$ cat src/hw/rtl/i128d_pkg.sv
// Shared types and constants for the int128 divider.
// No dependencies.
`default_nettype none

package i128d_pkg;

  localparam int unsigned HALF_BITS     = 64;
  localparam int unsigned FULL_BITS     = 128;
  localparam int unsigned WORD_BITS_DEF = 128;

  typedef enum logic [1:0] {
    ST_IDLE,
    ST_RUN,
    ST_FIN
  } state_e;

  // Commands from the controller to the datapath.
  typedef struct packed {
    logic load;
    logic step;
    logic finish;
  } dp_cmd_t;

endpackage

`default_nettype wire

$ cat src/hw/rtl/i128d_ctrl.sv
// Sequencer for the int128 divider: state machine, step counter, output valid.
// Depends on i128d_pkg.
`default_nettype none

module i128d_ctrl #(
  parameter int unsigned WORD_BITS = i128d_pkg::WORD_BITS_DEF
) (
  input  wire logic              clk_i,
  input  wire logic              rst_ni,
  input  wire logic              in_valid_i,
  output logic                   in_ready_o,
  output logic                   out_valid_o,
  input  wire logic              out_ready_i,
  output i128d_pkg::dp_cmd_t     cmd_o
);
  import i128d_pkg::*;

  localparam int unsigned CntW = $clog2(WORD_BITS);

  state_e          state_q, state_d;
  logic [CntW-1:0] cnt_q, cnt_d;
  logic            out_valid_q, out_valid_d;
  logic            slot_free;

  assign slot_free = !out_valid_q || out_ready_i;

  // Next state.
  always_comb begin
    state_d = state_q;
    case (state_q)
      ST_IDLE: begin
        if (in_valid_i) state_d = ST_RUN;
      end
      ST_RUN: begin
        if (cnt_q == '0) state_d = ST_FIN;
      end
      ST_FIN: begin
        if (slot_free) state_d = ST_IDLE;
      end
      default: state_d = ST_IDLE;
    endcase
  end

  // Outputs and commands.
  always_comb begin
    in_ready_o   = 1'b0;
    cmd_o        = '0;
    case (state_q)
      ST_IDLE: begin
        in_ready_o = 1'b1;
        cmd_o.load = in_valid_i;
      end
      ST_RUN: begin
        cmd_o.step = 1'b1;
      end
      ST_FIN: begin
        cmd_o.finish = slot_free;
      end
      default: begin
        in_ready_o = 1'b0;
      end
    endcase
  end

  always_comb begin
    cnt_d = cnt_q;
    if (cmd_o.load) begin
      cnt_d = CntW'(WORD_BITS - 1);
    end else if (cmd_o.step) begin
      cnt_d = cnt_q - 1'b1;
    end
    out_valid_d = out_valid_q;
    if (cmd_o.finish) begin
      out_valid_d = 1'b1;
    end else if (out_ready_i) begin
      out_valid_d = 1'b0;
    end
  end

  always_ff @(posedge clk_i or negedge rst_ni) begin
    if (!rst_ni) begin
      state_q     <= ST_IDLE;
      cnt_q       <= '0;
      out_valid_q <= 1'b0;
    end else begin
      state_q     <= state_d;
      cnt_q       <= cnt_d;
      out_valid_q <= out_valid_d;
    end
  end

  assign out_valid_o = out_valid_q;

endmodule

`default_nettype wire

$ cat src/hw/rtl/i128d_datapath.sv
// Datapath for the int128 divider: operand magnitudes, shift-subtract loop,
// sign fix-up and the output register. Depends on i128d_pkg.
`default_nettype none

module i128d_datapath #(
  parameter int unsigned WORD_BITS = i128d_pkg::WORD_BITS_DEF
) (
  input  wire logic                               clk_i,
  input  wire i128d_pkg::dp_cmd_t                 cmd_i,
  input  wire logic [i128d_pkg::FULL_BITS-1:0]    dividend_i,
  input  wire logic [i128d_pkg::FULL_BITS-1:0]    divisor_i,
  input  wire logic                               is_signed_i,
  output logic      [i128d_pkg::FULL_BITS-1:0]    quotient_o,
  output logic      [i128d_pkg::FULL_BITS-1:0]    remainder_o,
  output logic                                    divide_by_zero_o
);
  import i128d_pkg::*;

  localparam int unsigned W = WORD_BITS;

  logic [W-1:0] a, b, mag_a, mag_b;
  logic         a_neg, b_neg, b_zero;

  logic [W-1:0] rem_q, rem_d, quo_q, quo_d, div_q;
  logic         neg_quo_q, neg_rem_q, dz_q;
  logic [W:0]   shifted, diff;
  logic         fits;

  logic [W-1:0] res_quo_q, res_rem_q, fix_quo, fix_rem;
  logic         res_dz_q;

  // Operand magnitudes; a zero divisor keeps the raw dividend.
  assign a      = dividend_i[W-1:0];
  assign b      = divisor_i[W-1:0];
  assign b_zero = (b == '0);
  assign a_neg  = is_signed_i && a[W-1] && !b_zero;
  assign b_neg  = is_signed_i && b[W-1];
  assign mag_a  = a_neg ? (~a + 1'b1) : a;
  assign mag_b  = b_neg ? (~b + 1'b1) : b;

  // One quotient bit per step.
  assign shifted = {rem_q, quo_q[W-1]};
  assign diff    = shifted - {1'b0, div_q};
  assign fits    = !diff[W];
  assign rem_d   = fits ? diff[W-1:0] : shifted[W-1:0];
  assign quo_d   = {quo_q[W-2:0], fits};

  always_ff @(posedge clk_i) begin
    if (cmd_i.load) begin
      rem_q     <= '0;
      quo_q     <= mag_a;
      div_q     <= mag_b;
      dz_q      <= b_zero;
      neg_quo_q <= (a_neg ^ b_neg) && !b_zero;
      neg_rem_q <= a_neg;
    end else if (cmd_i.step) begin
      rem_q <= rem_d;
      quo_q <= quo_d;
    end
  end

  // Sign fix-up on the way into the output register.
  assign fix_quo = dz_q ? '0 : (neg_quo_q ? (~quo_q + 1'b1) : quo_q);
  assign fix_rem = neg_rem_q ? (~rem_q + 1'b1) : rem_q;

  always_ff @(posedge clk_i) begin
    if (cmd_i.finish) begin
      res_quo_q <= fix_quo;
      res_rem_q <= fix_rem;
      res_dz_q  <= dz_q;
    end
  end

  always_comb begin
    quotient_o           = '0;
    quotient_o[W-1:0]    = res_quo_q;
    remainder_o          = '0;
    remainder_o[W-1:0]   = res_rem_q;
  end

  assign divide_by_zero_o = res_dz_q;

endmodule

`default_nettype wire

$ cat src/hw/rtl/int128_divider_top.sv
// Top level of the int128 divider: signed/unsigned restoring division.
// Instantiates i128d_ctrl and i128d_datapath; depends on i128d_pkg.
//
//  Channel | Direction | Handshake                | Payload
//  --------+-----------+--------------------------+-----------------------------------------
//  in      | input     | in_valid_i / in_ready_o  | dividend_hi/lo, divisor_hi/lo, is_signed
//  out     | output    | out_valid_o / out_ready_i| quotient_hi/lo, remainder_hi/lo, divide_by_zero
//
// Sequencing: once a transaction is accepted, the datapath loop runs one subtract-and-shift
//   step per quotient bit, then sign fix-up moves the result into the output register.
// The next input is taken as soon as the result sits in the output register, so a new
//   item is not accepted while the previous one is still being computed.
// A stalled consumer holds the result; the following item computes and then
//   waits in the final state until the output register frees up.
// Reset (rst_ni, asynchronous, active low) clears the controller; payload registers
//   carry no reset.
`default_nettype none

module int128_divider_top #(
  parameter int unsigned WORD_BITS = i128d_pkg::WORD_BITS_DEF
) (
  input  wire logic                              clk_i,
  input  wire logic                              rst_ni,
  input  wire logic                              in_valid_i,
  output logic                                   in_ready_o,
  input  wire logic [i128d_pkg::HALF_BITS-1:0]   dividend_hi_i,
  input  wire logic [i128d_pkg::HALF_BITS-1:0]   dividend_lo_i,
  input  wire logic [i128d_pkg::HALF_BITS-1:0]   divisor_hi_i,
  input  wire logic [i128d_pkg::HALF_BITS-1:0]   divisor_lo_i,
  input  wire logic                              is_signed_i,
  output logic                                   out_valid_o,
  input  wire logic                              out_ready_i,
  output logic      [i128d_pkg::HALF_BITS-1:0]   quotient_hi_o,
  output logic      [i128d_pkg::HALF_BITS-1:0]   quotient_lo_o,
  output logic      [i128d_pkg::HALF_BITS-1:0]   remainder_hi_o,
  output logic      [i128d_pkg::HALF_BITS-1:0]   remainder_lo_o,
  output logic                                   divide_by_zero_o
);
  import i128d_pkg::*;

  dp_cmd_t              cmd;
  logic [FULL_BITS-1:0] quotient, remainder;

  // Sequence the transaction: accept, iterate, fix up, hand over.
  i128d_ctrl #(
    .WORD_BITS (WORD_BITS)
  ) u_ctrl (
    .clk_i       (clk_i),
    .rst_ni      (rst_ni),
    .in_valid_i  (in_valid_i),
    .in_ready_o  (in_ready_o),
    .out_valid_o (out_valid_o),
    .out_ready_i (out_ready_i),
    .cmd_o       (cmd)
  );

  // Operands arrive as 64-bit halves; join them into full words here.
  i128d_datapath #(
    .WORD_BITS (WORD_BITS)
  ) u_datapath (
    .clk_i            (clk_i),
    .cmd_i            (cmd),
    .dividend_i       ({dividend_hi_i, dividend_lo_i}),
    .divisor_i        ({divisor_hi_i, divisor_lo_i}),
    .is_signed_i      (is_signed_i),
    .quotient_o       (quotient),
    .remainder_o      (remainder),
    .divide_by_zero_o (divide_by_zero_o)
  );

  // Split results back into halves.
  assign quotient_hi_o  = quotient[FULL_BITS-1:HALF_BITS];
  assign quotient_lo_o  = quotient[HALF_BITS-1:0];
  assign remainder_hi_o = remainder[FULL_BITS-1:HALF_BITS];
  assign remainder_lo_o = remainder[HALF_BITS-1:0];

endmodule

`default_nettype wire

$ cat config.mk
export PLATFORM = sky130hd
export DESIGN_NAME = int128_divider_top
export DESIGN_NICKNAME = d
export VERILOG_FILES = /design/src/hw/rtl/i128d_pkg.sv /design/src/hw/rtl/i128d_ctrl.sv /design/src/hw/rtl/i128d_datapath.sv /design/src/hw/rtl/int128_divider_top.sv
export SDC_FILE = /design/constraint.sdc
export NUM_CORES = 2
export LEC_CHECK = 0
export BUFFER_PORTS_ARGS = -buffer_cell sky130_fd_sc_hd__clkbuf_2
export CAP_MARGIN = 0
export CORE_MARGIN = 2
export CORE_UTILIZATION = 61
export CTS_BUF_LIST = sky130_fd_sc_hd__clkbuf_8
export CTS_CLUSTER_SIZE = 10
export DETAILED_ROUTE_END_ITERATION = 8
export PLACE_DENSITY = 0.83
export REMOVE_ABC_BUFFERS = 1
export SYNTH_ARGS = -nofsm -noshare
export SYNTH_HDL_FRONTEND = slang
export SYNTH_SLANG_ARGS = --single-unit
$ cat constraint.sdc
create_clock -name clk_i -period 15.9 [get_ports clk_i]
set_input_delay 3.18 -clock clk_i [delete_from_list [all_inputs] [get_ports clk_i]]
set_output_delay 3.18 -clock clk_i [all_outputs]
set_load 0.03 [all_outputs]
==> impl_metrics.csv <==
group,metric,value,unit
yosys,yosysMostFrequentCell,"nand2_1",
global_route,grt_antenna_before_repair,30,
die,core_area,68700,sq um
worst_setup_path,startpoint_type,"input pin",
yosys,synth_area,42500,sq um
timing,setup_ws,7.88,ns
layout,fillCellCount,5415,
place,placedCellCount,5983,
pwr,pwr-share-comb,4.5,%
timing,fmax,125,MHz
detailed_routing,drc,0,
job,cap_viol_max_count,0,
worst_setup_path,crit_path_max_fanout,102,
timing,tightest_slew,1.30,ns
yosys,synth_warnings,0,
detailed_routing,wl_per_cell,23.0,um
clock_network,root_buffer,"clkbuf_8",
yosys,synth_ff_type,"edfxtp_1",
place,place_congestion,1.02,
clock_network,holdBufCountCts,0,
yosys,yosys-top-cells-count,"538 x nand2_1, 516 x edfxtp_1, 496 x o21ai_0",
worst_setup_path,critPathKind,"input pin to flip-flop",
detailed_routing,avgViaCountPerCell,6.38,
clock_network,cts_made_buffers,109,
worst_setup_path,worst_ep_required_time,16.35,ns
pwr,seqPwrFrac,48.8,%
timing,skew,0.0405,ns
hold_path,hold_class,"flip-flop to flip-flop",
detailed_routing,drt_pre_antenna_iters,6,
die,io_pins,520,
pwr,power.switching,0.000859,W
layout,syn_to_final_growth,13.7,%
clock_network,cts.repair.resized,0,
yosys,netlist_instances,4719,
pwr,powerDensity,77.7,nW/um^2
pwr,intPower,0.00289,W
detailed_routing,dr.first_iter.drc_count,4735,
die,die_height,268,um
status,status,"finished, final reports clean",
die,die_area,71700,sq um
place,io_buffers,519,
global_route,grt_use_total,38.9,%
layout,nets,5559,
timing,finalHoldViolCount,0,
place,dpl-instance-area,45700,sq um
clock_network,clockBufferDepth,3,
detailed_routing,dr_total_vias,39637,
layout,drive_gt1_share,15.3,%
layout,postLayoutCellArea,48300,sq um
clock_network,clk_latency,0.75,ns
timing,fin_crit,8.02,ns
clock_network,cts_setup_buffers,0,
yosys,syn_area_per_cell,9.00,sq um
clock_network,cts_sinks,654,
yosys,synth_top_cell_area_share,36.5,%
worst_setup_path,cp_data_arrival_time,8.47,ns
global_route,grt_pass1_wl,215000,um
layout,final_cell_count_no_fill,6215,
die,rows,96,
pwr,p_clk_share,46.7,%
timing,setup-violations-final,0,
global_route,grt_pass1_vias,37358,
yosys,synth.area.top_cells,"edfxtp_1 36%, xor2_1 6.9%, dfxtp_1 6.0%",
yosys,yosysSeqAreaShare,43.1,%
die,die_x,268,um
yosys,synthArstFlopShare,1.53,%
detailed_routing,wirelength,143000,um
die,initial_core_util,61.8,%
timing,rsz0062_at_grt,"false",
pwr,switching_share,22.9,%
clock_network,cts_tree,"done",
yosys,ys_types,79,
timing,slew_violations,0,
detailed_routing,drtAntennaViolNets,0,
timing,min_period_over_period,50.4,%
global_route,grt_max_degree,216,
global_route,grt.overflow.total,0,
clock_network,clk_pin_slew_worst_paths,0.06,ns
yosys,synth_edf_count,516,
place,dp_hpwl,108000,um
pwr,p_leak,18.3,nW
pwr,p_total,0.00375,W
clock_network,cts-htree-levels,3,
yosys,synth-seq-cells,654,
yosys,synth_top_area_cell,"edfxtp_1",
worst_setup_path,end_kind,"flip-flop",
place,place_ws,7.28,ns
pwr,ir_worst_vdd,73.4,uV
timing,slew_headroom,12.5,%
==> layout by cell type, fill, tap and decap left out, drive strengths merged, types with 16 or more instances in the layout <==
cell type | Yosys | final
buf | 16 | 35
o21ai | 506 | 506
diode | 0 | 25
nand4 | 72 | 72
nor4 | 46 | 46
nand2 | 539 | 539
ha | 134 | 134
a31oi | 26 | 26
a21o | 60 | 60
or3 | 106 | 106
clkinv | 1 | 24
xor2 | 336 | 336
o21bai | 29 | 29
nand3 | 50 | 50
a21oi | 339 | 339
o41ai | 78 | 78
o31ai | 143 | 143
dfxtp | 128 | 128
nor3 | 90 | 90
or4 | 68 | 68
clkbuf | 205 | 645
or2 | 39 | 39
bufinv | 0 | 16
edfxtp | 516 | 516
inv | 196 | 227
nor2b | 21 | 21
nor2 | 449 | 449
a22oi | 19 | 19
xnor2 | 290 | 290
nand2b | 45 | 45
==> final cells by class <==
type                            instances  area (sq um)  area share [%]
Antenna cell                           25          62.6           0.130
Clock buffer                          126          1730            3.59
Clock inverter                         81           817            1.69
Inverter                              197           747            1.55
Multi-Input combinational cell       3647         22600            46.8
Sequential cell                       654         18300            37.9
Tap cell                              931          1160            2.41
Timing Repair Buffer                  554          2870            5.95
==> power groups by stage <==
stage | sequential [W] | clock (W) | combinational, W
after global routing | 0.00183 | 0.00183 | 0.000178
after CTS | 0.00183 | 0.00176 | 0.000163
after detailed placement | 0.00187 | 0 | 0.000162
final | 0.00183 | 0.00175 | 0.000168
after floorplan | 0.00187 | 0 | 0.0000780
after global placement | 0.00187 | 0 | 0.000157
==> metrics by stage <==
stage	setup TNS, ns	hold slack (ns)	util (%)
after floorplan	-715.57	0.487	-
after global placement	0	0.508	66.5
after detailed placement	0	0.516	66.5
after CTS	0	0.531	70.2
after global routing	0	0.552	70.3
final	0	0.528	70.3
==> state kept, by name, summed over array words and instances, names as in the netlist <==
register and flops:
u_datapath.rem_q 128, u_datapath.divide_by_zero_o 1, u_datapath.remainder_o 128, u_ctrl.state_q 2, u_datapath.div_q 128, u_datapath.quotient_o 128, u_datapath.neg_quo_q 1, u_datapath.quo_q 128
u_datapath.neg_rem_q 1, u_datapath.dz_q 1, u_ctrl.out_valid_o 1, u_ctrl.cnt_q 7
==> critical path: stages <==
cell,delay (ns)
clkbuf_2,0.11
or4_1,0.57
or3_1,0.42
or4_1,0.50
nor4_1,0.26
nand2_1,0.18
or4_1,0.75
nor3_1,0.29
buf_4,0.19
nand4_1,0.23
and2_1,0.26
nand2_1,0.06
buf_4,0.35
inv_2,0.05
buf_4,0.44
o21ai_0,0.27
xor2_1,0.18
o21ai_0,0.10
==> per-layer routing <==
layer	track usage (%)	vias up	share of wire, %	routed length (um)
li1	-	18025	-	-
met1	50.1	18829	39	55200
met2	60.8	2336	45	64400
met3	10.3	433	11	16000
met4	19.4	14	5.1	7230
met5	0	-	0.069	99
==> final timing paths <==
kind | from | end | slack (ns) | cells past startpoint
worst max register to register | u_datapath.quo_q[127] | u_datapath.rem_q[127] | 8.91 | 17
worst max-delay path | divisor_lo_i[61] | u_datapath.quo_q[35] | 7.88 | 18
max in group asynchronous | rst_ni | u_ctrl.state_q[0] | 13.33 | 1
worst min-delay path | u_datapath.rem_q[49] | u_datapath.rem_q[49] | 0.53 | 2
min in group asynchronous | rst_ni | u_ctrl.cnt_q[1] | 2.31 | 1
worst min register to register | u_datapath.rem_q[49] | u_datapath.rem_q[49] | 0.53 | 2
==> kinds of logic (layout without fill, tap and decap cells) <==
| kind of cell | Yosys count | in the layout | share of synthesized area, % |
|---|---|---|---|
| AND/OR/NAND/NOR | 1574 | 1574 | 17.5 |
| AO/OA/AOI/OAI | 1301 | 1301 | 18.5 |
| flip-flops | 654 | 654 | 43.1 |
| XOR/XNOR | 626 | 626 | 12.9 |
| buffers and inverters | 418 | 958 | 3.80 |
| adder cells (fa/ha/maj) | 135 | 135 | 4.00 |
| multiplexers | 11 | 11 | 0.265 |
| other | 0 | 25 | 0 |
Power figures use the tool's default switching activity.
